File: src/design/cprt_pkg.sv
`default_nettype none
package cprt_pkg;

  localparam int unsigned LEN_W        = 16;
  localparam int unsigned NP_W         = 5;
  localparam int unsigned CFG_IDX_W    = 1;
  localparam int unsigned OUT_IDX_W    = 4;
  localparam int unsigned MIN_PERIODS  = 3;
  localparam logic [LEN_W-1:0] LEN_RESET = 16'd4096;
  localparam logic [NP_W-1:0]  NP_RESET  = 5'd3;

  localparam logic [CFG_IDX_W-1:0] CFG_PERIOD_LENGTH = 1'd0;
  localparam logic [CFG_IDX_W-1:0] CFG_NUM_PERIODS   = 1'd1;

  typedef enum logic [1:0] {
    OP_DONE    = 2'd0,
    OP_CONSUME = 2'd1,
    OP_FLUSH   = 2'd2,
    OP_RESET   = 2'd3
  } op_t;

  typedef enum logic [1:0] {
    STAT_OK         = 2'd0,
    STAT_NOT_FILLED = 2'd1,
    STAT_OVERRUN    = 2'd2
  } stat_t;

  typedef enum logic [1:0] {
    ST_FILLED   = 2'd0,
    ST_CONSUMED = 2'd1,
    ST_DMA      = 2'd2
  } pst_t;

  typedef enum logic [1:0] {
    ALU_ADD      = 2'd0,
    ALU_SUB      = 2'd1,
    ALU_INC_WRAP = 2'd2
  } alu_op_t;

  typedef enum logic [3:0] {
    S_IDLE,
    S_D_ADV,
    S_D_NXT,
    S_D_CHK,
    S_C_RD,
    S_C_LEFT,
    S_C_MIN,
    S_C_ADD,
    S_C_WRAP,
    S_F_WALK,
    S_R_CLR,
    S_RESP
  } state_t;

  typedef struct packed {
    logic st_we;
    logic off_we;
    logic clr;
  } ring_ctl_t;

endpackage
`default_nettype wire

File: src/design/cyclic_period_ring_tracker_unit.sv
// Cyclic period ring tracker: follows a ring of receive periods (filled,
// consumed or DMA owned, each with a read offset), a reader head and a
// writer tail.
// Command channel: an opcode and request_bytes are taken at a clock edge
// with start high and busy low; busy stays high while the item is worked.
// Result channel: out_valid is high for exactly one cycle with the status,
// grant, read position and both indices; the receiver cannot stall it.
// Configuration: cfg_we with cfg_index (0 period_length, 1 num_periods)
// writes cfg_wdata at once; write only while busy is low.
// Steps: period done advances the tail, then reads and checks the next
// period; consume reads the head and, if filled, takes the grant, moves
// the offset and wraps an emptied head; reset ring clears; flush marks
// one period per cycle. Busy is low again in the out_valid cycle, so a
// new transaction can follow at once. Offsets, lengths and indices go
// through one shared add/subtract/compare unit and one store read port.
// Reset: period_length 4096, num_periods 3, both indices 0, every period
// DMA owned with offset 0; per-entry valid bits clear the store at once,
// so no clearing pass is needed.
`default_nettype none
module cyclic_period_ring_tracker_unit
  import cprt_pkg::*;
#(
  parameter int unsigned MAX_PERIODS = 16
) (
  input  logic                 clk,
  input  logic                 rst_n,
  input  logic                 start,
  output logic                 busy,
  input  logic [1:0]           in_opcode,
  input  logic [LEN_W-1:0]     in_request_bytes,
  input  logic                 cfg_we,
  input  logic [CFG_IDX_W-1:0] cfg_index,
  input  logic [LEN_W-1:0]     cfg_wdata,
  output logic                 out_valid,
  output logic [1:0]           out_status,
  output logic [LEN_W-1:0]     out_granted_bytes,
  output logic [OUT_IDX_W-1:0] out_read_period,
  output logic [LEN_W-1:0]     out_read_offset,
  output logic                 out_period_emptied,
  output logic [OUT_IDX_W-1:0] out_head_index,
  output logic [OUT_IDX_W-1:0] out_tail_index
);

  localparam int unsigned IDX_W = $clog2(MAX_PERIODS);
  localparam int unsigned KW    = $clog2(MAX_PERIODS + 1);

  logic [LEN_W-1:0] len_r, len_nxt;
  logic [NP_W-1:0]  np_r, np_nxt;
  logic [LEN_W-1:0] eff_len;
  logic [LEN_W-1:0] eff_cnt;
  logic [LEN_W-1:0] np_ext;
  ring_ctl_t        ctl;
  logic [IDX_W-1:0] rd_addr;
  logic [IDX_W-1:0] st_wa;
  pst_t             st_wd;
  logic [IDX_W-1:0] off_wa;
  logic [LEN_W-1:0] off_wd;
  pst_t             st_q;
  logic [LEN_W-1:0] off_q;
  stat_t            status;
  logic [IDX_W-1:0] rperiod;
  logic [IDX_W-1:0] head;
  logic [IDX_W-1:0] tail;

  always_comb begin
    len_nxt = len_r;
    np_nxt  = np_r;
    if (cfg_we) begin
      unique case (cfg_index)
        CFG_PERIOD_LENGTH: len_nxt = cfg_wdata;
        CFG_NUM_PERIODS:   np_nxt  = cfg_wdata[NP_W-1:0];
        default: begin
        end
      endcase
    end
  end

  always_ff @(posedge clk) begin
    if (!rst_n) begin
      len_r <= LEN_RESET;
      np_r  <= NP_RESET;
    end else begin
      len_r <= len_nxt;
      np_r  <= np_nxt;
    end
  end

  assign np_ext  = LEN_W'(np_r);
  assign eff_len = (len_r == '0) ? LEN_W'(1) : len_r;

  always_comb begin
    if (np_ext < LEN_W'(MIN_PERIODS)) begin
      eff_cnt = LEN_W'(MIN_PERIODS);
    end else if (np_ext > LEN_W'(MAX_PERIODS)) begin
      eff_cnt = LEN_W'(MAX_PERIODS);
    end else begin
      eff_cnt = np_ext;
    end
  end

  cprt_seq #(
    .MAX_PERIODS (MAX_PERIODS),
    .IDX_W       (IDX_W),
    .KW          (KW)
  ) u_seq (
    .clk         (clk),
    .rst_n       (rst_n),
    .start       (start),
    .op          (op_t'(in_opcode)),
    .req         (in_request_bytes),
    .len         (eff_len),
    .cnt         (eff_cnt),
    .busy        (busy),
    .ctl         (ctl),
    .rd_addr     (rd_addr),
    .st_wa       (st_wa),
    .st_wd       (st_wd),
    .off_wa      (off_wa),
    .off_wd      (off_wd),
    .st_q        (st_q),
    .off_q       (off_q),
    .out_valid   (out_valid),
    .out_status  (status),
    .out_granted (out_granted_bytes),
    .out_rperiod (rperiod),
    .out_roffset (out_read_offset),
    .out_emptied (out_period_emptied),
    .out_head    (head),
    .out_tail    (tail)
  );

  cprt_ring #(
    .MAX_PERIODS (MAX_PERIODS),
    .IDX_W       (IDX_W)
  ) u_ring (
    .clk     (clk),
    .rst_n   (rst_n),
    .ctl     (ctl),
    .rd_addr (rd_addr),
    .st_wa   (st_wa),
    .st_wd   (st_wd),
    .off_wa  (off_wa),
    .off_wd  (off_wd),
    .st_q    (st_q),
    .off_q   (off_q)
  );

  assign out_status      = status;
  assign out_read_period = OUT_IDX_W'(rperiod);
  assign out_head_index  = OUT_IDX_W'(head);
  assign out_tail_index  = OUT_IDX_W'(tail);

endmodule
`default_nettype wire

File: src/design/cprt_alu.sv
`default_nettype none
module cprt_alu
  import cprt_pkg::*;
(
  input  alu_op_t          op,
  input  logic [LEN_W-1:0] a,
  input  logic [LEN_W-1:0] b,
  output logic [LEN_W:0]   res
);

  logic [LEN_W:0] inc;

  assign inc = {1'b0, a} + {{LEN_W{1'b0}}, 1'b1};

  always_comb begin
    unique case (op)
      ALU_ADD:      res = {1'b0, a} + {1'b0, b};
      ALU_SUB:      res = {1'b0, a} - {1'b0, b};
      ALU_INC_WRAP: res = (inc >= {1'b0, b}) ? '0 : inc;
      default:      res = '0;
    endcase
  end

endmodule
`default_nettype wire

File: src/design/cprt_ring.sv
`default_nettype none
module cprt_ring
  import cprt_pkg::*;
#(
  parameter int unsigned MAX_PERIODS = 16,
  parameter int unsigned IDX_W       = 4
) (
  input  logic             clk,
  input  logic             rst_n,
  input  ring_ctl_t        ctl,
  input  logic [IDX_W-1:0] rd_addr,
  input  logic [IDX_W-1:0] st_wa,
  input  pst_t             st_wd,
  input  logic [IDX_W-1:0] off_wa,
  input  logic [LEN_W-1:0] off_wd,
  output pst_t             st_q,
  output logic [LEN_W-1:0] off_q
);

  pst_t                   st_mem  [MAX_PERIODS];
  logic [LEN_W-1:0]       off_mem [MAX_PERIODS];
  logic [MAX_PERIODS-1:0] st_vld_r;
  logic [MAX_PERIODS-1:0] off_vld_r;
  pst_t                   st_rd_r;
  logic [LEN_W-1:0]       off_rd_r;
  logic                   st_v_rd_r;
  logic                   off_v_rd_r;

  always_ff @(posedge clk) begin
    if (ctl.st_we) begin
      st_mem[st_wa] <= st_wd;
    end
    if (ctl.off_we) begin
      off_mem[off_wa] <= off_wd;
    end
    st_rd_r    <= st_mem[rd_addr];
    off_rd_r   <= off_mem[rd_addr];
    st_v_rd_r  <= st_vld_r[rd_addr];
    off_v_rd_r <= off_vld_r[rd_addr];
  end

  always_ff @(posedge clk) begin
    if (!rst_n) begin
      st_vld_r  <= '0;
      off_vld_r <= '0;
    end else if (ctl.clr) begin
      st_vld_r  <= '0;
      off_vld_r <= '0;
    end else begin
      if (ctl.st_we) begin
        st_vld_r[st_wa] <= 1'b1;
      end
      if (ctl.off_we) begin
        off_vld_r[off_wa] <= 1'b1;
      end
    end
  end

  assign st_q  = st_v_rd_r ? st_rd_r : ST_DMA;
  assign off_q = off_v_rd_r ? off_rd_r : '0;

endmodule
`default_nettype wire

File: src/design/cprt_seq.sv
`default_nettype none
module cprt_seq
  import cprt_pkg::*;
#(
  parameter int unsigned MAX_PERIODS = 16,
  parameter int unsigned IDX_W       = 4,
  parameter int unsigned KW          = 5
) (
  input  logic                 clk,
  input  logic                 rst_n,
  input  logic                 start,
  input  op_t                  op,
  input  logic [LEN_W-1:0]     req,
  input  logic [LEN_W-1:0]     len,
  input  logic [LEN_W-1:0]     cnt,
  output logic                 busy,
  output ring_ctl_t            ctl,
  output logic [IDX_W-1:0]     rd_addr,
  output logic [IDX_W-1:0]     st_wa,
  output pst_t                 st_wd,
  output logic [IDX_W-1:0]     off_wa,
  output logic [LEN_W-1:0]     off_wd,
  input  pst_t                 st_q,
  input  logic [LEN_W-1:0]     off_q,
  output logic                 out_valid,
  output stat_t                out_status,
  output logic [LEN_W-1:0]     out_granted,
  output logic [IDX_W-1:0]     out_rperiod,
  output logic [LEN_W-1:0]     out_roffset,
  output logic                 out_emptied,
  output logic [IDX_W-1:0]     out_head,
  output logic [IDX_W-1:0]     out_tail
);

  state_t           state_r, state_nxt;
  logic [IDX_W-1:0] r_r, r_nxt;
  logic [IDX_W-1:0] w_r, w_nxt;
  logic [IDX_W-1:0] d_r, d_nxt;
  logic [LEN_W-1:0] req_r, req_nxt;
  logic [LEN_W-1:0] pos_r, pos_nxt;
  logic [LEN_W-1:0] left_r, left_nxt;
  logic [LEN_W-1:0] gr_r, gr_nxt;
  logic             emp_r, emp_nxt;
  stat_t            stat_r, stat_nxt;
  logic [IDX_W-1:0] rp_r, rp_nxt;
  logic [LEN_W-1:0] ro_r, ro_nxt;
  logic [KW-1:0]    k_r, k_nxt;
  logic             out_valid_r;
  stat_t            out_status_r;
  logic [LEN_W-1:0] out_granted_r;
  logic [IDX_W-1:0] out_rperiod_r;
  logic [LEN_W-1:0] out_roffset_r;
  logic             out_emptied_r;
  logic [IDX_W-1:0] out_head_r;
  logic [IDX_W-1:0] out_tail_r;
  alu_op_t          alu_op;
  logic [LEN_W-1:0] alu_a;
  logic [LEN_W-1:0] alu_b;
  logic [LEN_W:0]   alu_res;
  logic             flush_end;

  cprt_alu u_alu (
    .op  (alu_op),
    .a   (alu_a),
    .b   (alu_b),
    .res (alu_res)
  );

  assign flush_end = (k_r == KW'(MAX_PERIODS)) || (r_r == w_r);

  always_comb begin
    state_nxt = state_r;
    unique case (state_r)
      S_IDLE: begin
        if (start) begin
          unique case (op)
            OP_DONE:    state_nxt = S_D_ADV;
            OP_CONSUME: state_nxt = S_C_RD;
            OP_FLUSH:   state_nxt = S_F_WALK;
            OP_RESET:   state_nxt = S_R_CLR;
            default:    state_nxt = S_IDLE;
          endcase
        end
      end
      S_D_ADV:  state_nxt = S_D_NXT;
      S_D_NXT:  state_nxt = S_D_CHK;
      S_D_CHK:  state_nxt = S_RESP;
      S_C_RD:   state_nxt = S_C_LEFT;
      S_C_LEFT: state_nxt = (st_q != ST_FILLED) ? S_RESP : S_C_MIN;
      S_C_MIN:  state_nxt = S_C_ADD;
      S_C_ADD:  state_nxt = emp_r ? S_C_WRAP : S_RESP;
      S_C_WRAP: state_nxt = S_RESP;
      S_F_WALK: state_nxt = flush_end ? S_RESP : S_F_WALK;
      S_R_CLR:  state_nxt = S_RESP;
      S_RESP:   state_nxt = S_IDLE;
      default:  state_nxt = S_IDLE;
    endcase
  end

  always_comb begin
    r_nxt    = r_r;
    w_nxt    = w_r;
    d_nxt    = d_r;
    req_nxt  = req_r;
    pos_nxt  = pos_r;
    left_nxt = left_r;
    gr_nxt   = gr_r;
    emp_nxt  = emp_r;
    stat_nxt = stat_r;
    rp_nxt   = rp_r;
    ro_nxt   = ro_r;
    k_nxt    = k_r;
    alu_op   = ALU_INC_WRAP;
    alu_a    = LEN_W'(r_r);
    alu_b    = cnt;
    ctl      = '0;
    rd_addr  = r_r;
    st_wa    = r_r;
    st_wd    = ST_CONSUMED;
    off_wa   = r_r;
    off_wd   = '0;
    unique case (state_r)
      S_IDLE: begin
        req_nxt  = req;
        stat_nxt = STAT_OK;
        gr_nxt   = '0;
        emp_nxt  = 1'b0;
        rp_nxt   = '0;
        ro_nxt   = '0;
        k_nxt    = '0;
      end
      S_D_ADV: begin
        alu_a     = LEN_W'(w_r);
        ctl.st_we = 1'b1;
        st_wa     = w_r;
        st_wd     = ST_FILLED;
        w_nxt     = IDX_W'(alu_res);
      end
      S_D_NXT: begin
        alu_a   = LEN_W'(w_r);
        d_nxt   = IDX_W'(alu_res);
        rd_addr = IDX_W'(alu_res);
      end
      S_D_CHK: begin
        alu_a     = LEN_W'(d_r);
        rd_addr   = d_r;
        if (r_r == d_r) begin
          if (st_q == ST_FILLED) begin
            stat_nxt = STAT_OVERRUN;
          end
          r_nxt = IDX_W'(alu_res);
        end
        ctl.st_we = 1'b1;
        st_wa     = d_r;
        st_wd     = ST_DMA;
        if (st_q != ST_DMA) begin
          ctl.off_we = 1'b1;
          off_wa     = d_r;
          off_wd     = '0;
        end
      end
      S_C_RD: begin
      end
      S_C_LEFT: begin
        alu_op  = ALU_SUB;
        alu_a   = len;
        alu_b   = off_q;
        rp_nxt  = r_r;
        ro_nxt  = off_q;
        pos_nxt = off_q;
        if (st_q != ST_FILLED) begin
          stat_nxt = STAT_NOT_FILLED;
        end
        left_nxt = alu_res[LEN_W] ? '0 : alu_res[LEN_W-1:0];
      end
      S_C_MIN: begin
        alu_op = ALU_SUB;
        alu_a  = req_r;
        alu_b  = left_r;
        if (alu_res[LEN_W]) begin
          gr_nxt  = req_r;
          emp_nxt = 1'b0;
        end else begin
          gr_nxt  = left_r;
          emp_nxt = 1'b1;
        end
      end
      S_C_ADD: begin
        alu_op     = ALU_ADD;
        alu_a      = pos_r;
        alu_b      = gr_r;
        ctl.off_we = 1'b1;
        off_wd     = alu_res[LEN_W-1:0];
        ctl.st_we  = emp_r;
        st_wd      = ST_CONSUMED;
      end
      S_C_WRAP: begin
        r_nxt = IDX_W'(alu_res);
      end
      S_F_WALK: begin
        if (!flush_end) begin
          ctl.st_we = 1'b1;
          st_wd     = ST_CONSUMED;
          r_nxt     = IDX_W'(alu_res);
          k_nxt     = k_r + KW'(1);
        end
      end
      S_R_CLR: begin
        ctl.clr = 1'b1;
        r_nxt   = '0;
        w_nxt   = '0;
      end
      S_RESP: begin
      end
      default: begin
      end
    endcase
  end

  always_ff @(posedge clk) begin
    if (!rst_n) begin
      state_r     <= S_IDLE;
      r_r         <= '0;
      w_r         <= '0;
      out_valid_r <= 1'b0;
    end else begin
      state_r     <= state_nxt;
      r_r         <= r_nxt;
      w_r         <= w_nxt;
      out_valid_r <= (state_r == S_RESP);
    end
  end

  always_ff @(posedge clk) begin
    d_r    <= d_nxt;
    req_r  <= req_nxt;
    pos_r  <= pos_nxt;
    left_r <= left_nxt;
    gr_r   <= gr_nxt;
    emp_r  <= emp_nxt;
    stat_r <= stat_nxt;
    rp_r   <= rp_nxt;
    ro_r   <= ro_nxt;
    k_r    <= k_nxt;
    if (state_r == S_RESP) begin
      out_status_r  <= stat_r;
      out_granted_r <= gr_r;
      out_rperiod_r <= rp_r;
      out_roffset_r <= ro_r;
      out_emptied_r <= emp_r;
      out_head_r    <= r_r;
      out_tail_r    <= w_r;
    end
  end

  assign busy        = (state_r != S_IDLE);
  assign out_valid   = out_valid_r;
  assign out_status  = out_status_r;
  assign out_granted = out_granted_r;
  assign out_rperiod = out_rperiod_r;
  assign out_roffset = out_roffset_r;
  assign out_emptied = out_emptied_r;
  assign out_head    = out_head_r;
  assign out_tail    = out_tail_r;

endmodule
`default_nettype wire

File: config.mk
export PLATFORM = sky130hd
export DESIGN_NAME = cyclic_period_ring_tracker_unit
export DESIGN_NICKNAME = d
export VERILOG_FILES = /design/src/design/cprt_pkg.sv /design/src/design/cyclic_period_ring_tracker_unit.sv /design/src/design/cprt_alu.sv /design/src/design/cprt_ring.sv /design/src/design/cprt_seq.sv
export SDC_FILE = /design/constraint.sdc
export NUM_CORES = 1
export LEC_CHECK = 0
export BUFFER_PORTS_ARGS = -buffer_cell sky130_fd_sc_hd__buf_2
export CAP_MARGIN = 15
export CORE_MARGIN = 4
export CORE_UTILIZATION = 50
export DETAILED_ROUTE_END_ITERATION = 8
export GPL_TIMING_DRIVEN = 0
export PLACE_DENSITY = 0.67
export SYNTH_ARGS = -nofsm -noshare
export SYNTH_HDL_FRONTEND = slang
export SYNTH_SLANG_ARGS = --single-unit
File: constraint.sdc
create_clock -name clk -period 13.3 [get_ports clk]
set_clock_uncertainty 0.05 [all_clocks]
set_input_delay 2.66 -clock clk [delete_from_list [all_inputs] [get_ports clk]]
set_output_delay 2.66 -clock clk [all_outputs]
set_load 0.01 [all_outputs]
* After elaboration in Yosys (flattened, before gate mapping) *
Memories as Yosys holds them, arrays and structs flattened. A register that Yosys moved wholly into a read port is not among the register bits.
Cells that the tools add are included.

word-level totals
  bits in registers = 211
  RAM bits = 288
  input port bits = 39
  output and inout bits = 49
  word-level logic and storage cells = 151
  memories kept = 2

cells by class
  $add $sub $neg = 4
  magnitude comparators = 8
  eq/ne operators = 25
  multiplexer cells = 55
  bitwise operators = 4
  reduce and logical (&&, ||, !) cells = 26

memory list
  memory          words  bits a word  rd ports  clocked after memory_dff  write ports  line             text
  u_ring.off_mem  16     16           1         1                         1            cprt_ring.sv:21  logic [LEN_W-1:0] off_mem [MAX_PERIODS];
  u_ring.st_mem   16     2            1         1                         1            cprt_ring.sv:20  pst_t st_mem [MAX_PERIODS];

operators with widths
  operator               number
  $pmux 16 s5            1
  $mux 16                4
  $pmux 16 s2            2
  $pmux 17 s3            1
  $pmux 16 s3            1
  $pmux 4 s9             1
  $or 16x16->16          2
  $pmux 4 s2             4
  $pmux 4 s4             2
  $mux 4                 6
  $add 16x1->17 const B  1
  $add 16x16->17         1
  $ge 17x16->1           1
  $mux 17                1
  $sub 16x16->17         1
  $eq 4x3->1 const B     4
  $eq 4x4->1 const B     4
  $logic_not 16->1       1
  $lt 4x5->1 const B     3
  $mux 5                 3
  $mux 1                 12
  $mux 2                 6
  $pmux 5 s2             1
  $reduce_bool 2->1      5
  other kinds (30)       54

* Longest topological paths before layout *
  word-level depth = 10
  gate-level depth with buffers = 25
  mapped depth without buffers = 20

* Hierarchy *
Synthesis repeated with hierarchy kept, for this count alone.

unflattened totals
  cells, all modules = 1507
  area, all modules = 22333.9 µm²

modules (own cells, without submodules)
  module                           instances  cells each  area each (µm²)  sequential area each (µm²)
  cprt_ring                        1          612         12698.4          9689.3
  cprt_seq                         1          493         6717.7           4554.4
  cprt_alu                         1          280         1959.4           0.0
  cyclic_period_ring_tracker_unit  1          122         958.4            420.4

* Worst setup path after synthesis *
OpenSTA, ideal clock, no wires.

  path type = register -> register
  from = reg u_seq.state_r[1]
  to = reg u_ring.off_rd_r[0], read port of u_ring.off_mem
  library setup time = 121 ps
  arrival = 5312 ps
  required time = 13129 ps
  path slack = 7817 ps
  cell stages (with the launch flop) = 24
  path buffers = 7
  period minus slack after synthesis = 5483 ps
  cells stage by stage = dfxtp_1 > buf_4 > nand4bb_1 > buf_4 > inv_2 > buf_2 > clkbuf_1 > clkbuf_1 > a21o_1 > nand4_1 > nor2_1 > xnor2_1 > ha_1 > nand4_1 > nor3_1 > a211oi_1 > o21ai_0 > o31ai_4 > nand2_2 > buf_6 > buf_2 > a2111oi_0 > a2111oi_0 > mux2_2

between the ends
  longest elaborated chain between the ends = 8
  elaborated cells between the ends (all ways) = 21
  classes of those cells = add/sub (3); order compare (1); eq/ne (8); mux (6); reduce/logical (3)

RTL lines
  element                                   line             text
  start: declaration                        cprt_seq.sv:35   state_t state_r, state_nxt;
  start signal: assignment                  cprt_seq.sv:227  state_r <= state_nxt;
  $eq 4x2->1 or $eq 4x1->1 (tied branches)  cprt_seq.sv:122  unique case (state_r)
  $reduce_or 2->1 (no source line)          --
  $pmux 16 s5                               cprt_seq.sv:122
  $add 16x1->17                             cprt_alu.sv:13   assign inc = {1'b0, a} + {{LEN_W{1'b0}}, 1'b1};
  $ge 17x16->1                              cprt_alu.sv:19   ALU_INC_WRAP: res = (inc >= {1'b0, b}) ? '0 : inc;
  $mux 17                                   cprt_alu.sv:19
  $pmux 17 s3                               cprt_alu.sv:16   unique case (op)
  $pmux 4 s2 (*)                            cprt_seq.sv:122
  end: declaration                          cprt_ring.sv:25  logic [LEN_W-1:0] off_rd_r;

Every way passes the cells marked *; elsewhere a longest branch is shown, timed or not.
A chain may end at the register's enable or synchronous reset.

* Final worst setup path *
  from = reg u_seq.state_r[1]
  to = reg u_ring.off_rd_r[5], read port of u_ring.off_mem

Same word-level chain as after synthesis.

==> flow_summary.json <==
{
  "path_class": "reg2reg",
  "layout-drive-gt1-share_pct": 14.0,
  "setup_violations": 0,
  "most-common-layout-cells": "edfxtp_1 (431), nor2_1 (164), a2111oi_0 (161)",
  "post_synth_num_cell_types": 78,
  "drtIter0Drc": 1613,
  "cts_resized": 0,
  "tritoncts": "yes",
  "place_congestion": 0.936,
  "synth_compound_area_share_pct": 12.8,
  "fin_util_pct": 57.7,
  "netlist_area_um2": 22900,
  "total_power_mw": 5.41,
  "ys_ff_latch": 517,
  "required_ns": 13.79,
  "row_count": 78,
  "portBuffers": 86,
  "synth_top_family_by_area": "compound AO/OA/AOI/OAI gates",
  "root_buffer": "clkbuf_16",
  "max-cap-violations": 0,
  "syn_nets": 1883,
  "grt_pass1_wl_um": 92000,
  "synth_simple_gate_area_share_pct": 12.4,
  "grt_remaining_overflow": 0,
  "arrival_ns": 7.79,
  "p_leak_nw": 9.02,
  "finalHoldViolations": 0,
  "crit_fanout": 19,
  "die_area_um2": 49200,
  "async_reset_ff_share_pct": 0,
  "layout_commonest_cell": "edfxtp_1",
  "startpoint_type": "flip-flop",
  "r2r_start": "u_seq.state_r[1]",
  "crit_path_start": "u_seq.state_r[1]",
  "crit_path_end": "u_ring.off_rd_r[5]",
  "viasPerCell": 6.01,
  "layout_min_cycle_time_ns": 7.30,
  "synth_xor_area_share_pct": 2.03,
  "synth_fa_ha_area_share_pct": 2.06,
  "r2r-end": "u_ring.off_rd_r[5]",
  "timing.final.crit_share_pct": 54.9,
  "cts_hold_buf": 0,
  "end_kind": "flip-flop",
  "seq_area_frac_synth_pct": 64.1,
  "fp.dieW_um": 222,
  "synth.mux.area_fraction_pct": 3.35,
  "grt_pass1_vias": 15900,
  "synthToLayoutAreaGrowth_pct": 14.3,
  "relSlewSlack_pct": 14.2,
  "hold_class": "reg2reg",
  "detail-route-antenna-nets": 0,
  "initial_utilization_pct": 50.5,
  "drcViolationCount": 0,
  "clock_sinks": 517,
  "io_pins": 88,
  "rsz0062_at_grt": "false",
  "synth.largest_area_cell": "edfxtp_1",
  "fillCellCount": 3694,
  "htree_levels": 2,
  "rr_worst_depth": 22,
  "synth.area.top_cells": "edfxtp_1 (57%), dfxtp_1 (7.5%), a2111oi_0 (6.2%), and3_1 (3.5%), nor2_1 (2.9%)",
  "dp_hpwl_um": 43600,
  "max_freq_mhz": 137,
  "fin_setup_tns_ns": 0,
  "die_h_um": 222,
  "core_um2": 45300,
  "hold_depth": 0,
  "outcome": "finished clean",
  "multi_input_area_um2": 7500,
  "syn_inst": 1807,
  "powerDensity_nw_per_um2": 207,
  "ir_worst_vdd_v": 0.000147,
  "numCtsBuffers": 53,
  "drv_slew": 0,
  "grt_usage_pct": 23.9,
  "clk_pin_slew_ns": 0.06,
  "grt_max_degree": 32,
  "ys_warn_count": 0,
  "ys.flop_type": "edfxtp_1",
  "synth_top_area_share_pct": 56.6,
  "vias": 15700,
  "drt_pass1_iterations": 5,
  "seq_area_um2": 14700,
  "antenna_cells": 0,
  "ctsLongestPathBuffers": 3,
  "antenna_found_initial": 0,
  "clk_latency_ns": 0.61,
  "worst_pin_slew_ns": 1.28,
  "synth_edf_count": 431,
  "wire_per_inst_um": 23.0,
  "totalWireLength_um": 60100,
  "syn_avg_cell_area_um2": 12.7,
  "rrSetupSlack_ns": 6.00,
  "post-cts-setup-buffers": 0,
  "fin_nets": 2047
}
[per-layer routing]
layer	global-route usage, %	part of all wire, %	up-vias	routed length [µm]
met5	0	0	-	0
met4	9.60	3.8	0	2290
met3	4.04	6.8	126	4110
met2	39.7	48	625	28600
met1	31.7	42	7674	25100
li1	-	-	7291	-
[flip-flops by register name, indices dropped and copies added, names as in the netlist, 5 cells and up]
| signal | flops |
|---|---|
| u_seq.req_r | 16 |
| u_ring.st_mem | 32 |
| u_seq.pos_r | 16 |
| u_ring.off_vld_r | 16 |
| np_r | 5 |
| u_seq.gr_r | 16 |
| u_seq.out_granted | 16 |
| u_seq.out_roffset | 16 |
| u_ring.off_mem | 256 |
| u_seq.left_r | 16 |
| u_seq.k_r | 5 |
| len_r | 16 |
| u_ring.off_rd_r | 16 |
| u_ring.st_vld_r | 16 |
| u_seq.ro_r | 16 |
[synth_stat cells (15+ instances only)]
cell         n
nor2_1     176
and2_1      39
edfxtp_1   431
mux2i_1     53
xor2_1      23
nand3_1     40
a31oi_1     15
xnor2_1     30
and3_1     127
nand2_1    118
inv_1       46
ha_1        36
clkbuf_1    80
buf_2       23
a21boi_0    20
o21ai_0     43
a2111oi_0  161
mux2_2      21
dfxtp_1     86
a21oi_1     54
[how the worst min path moves through the flow]
stage / startpoint / end
2_1_floorplan: u_seq.ro_r[0] / u_seq.out_roffset[0]
3_3_place_gp: u_seq.stat_r[1] / u_seq.out_status[1]
3_5_place_dp: u_seq.ro_r[11] / u_seq.out_roffset[11]
4_1_cts: u_seq.ro_r[2] / u_seq.out_roffset[2]
5_1_grt: u_seq.ro_r[4] / u_seq.out_roffset[4]
6_report: u_seq.rp_r[2] / u_seq.out_rperiod[2]
[final cells by class]
class / count / share of cell area [%]
flip-flops and latches: 517 / 56.1
multi-input cells: 1117 / 28.7
clock buffers: 66 / 5.38
well taps: 600 / 2.87
repair buffers: 109 / 2.68
plain buffers: 125 / 2.22
clock inverters: 34 / 1.40
inverters: 48 / 0.689
[critical path, stage by stage (launching register included)]
cell	delay [ns]
dfxtp_1	0.30
buf_4	0.15
nand4bb_1	0.18
buf_4	0.21
inv_2	0.16
buf_2	0.27
clkbuf_1	0.51
clkbuf_2	0.57
a21o_1	0.29
nand4_1	0.15
nor2_1	0.28
xnor2_1	0.10
ha_1	0.33
nand4_1	0.13
nor3_1	0.08
a211oi_1	0.33
o21a_1	0.31
o2111ai_2	0.20
a21oi_2	0.61
nor2_1	0.27
clkbuf_1	0.31
a2111oi_0	1.08
mux2_2	0.35
[report_power, final]
group          switching (mW)  total [mW]  internal [mW]
registers              0.0987        2.08           1.98
clock network           0.618        1.51          0.888
logic                    1.20        1.82          0.627
total                    1.91        5.41           3.50
[kinds of logic (layout without fill, tap and decap cells)]
| group | after synthesis | count (layout) |
|---|---|---|
| and+or+nand+nor | 571 | 571 |
| DFF | 517 | 517 |
| AOI/OAI and AO/OA | 382 | 382 |
| buffers and inverters | 173 | 382 |
| muxes | 74 | 74 |
| xor gates and xnor gates | 53 | 53 |
| adders and majority gates | 37 | 37 |
[stage by stage]
stage | cells | instance area, µm² | setup WS [ns] | hold WS [ns]
after floorplan | 1807 | 22900 | 7.82 | 0.350
after global placement | 2493 | 24100 | 4.99 | 0.353
after detailed placement | 2513 | 24300 | 6.15 | 0.356
after CTS | 2613 | 26100 | 6.11 | 0.369
after global routing | 2616 | 26100 | 5.76 | 0.373
final | 2616 | 26100 | 6.00 | 0.368
No activity file was read; power rests on OpenSTA's default activity.
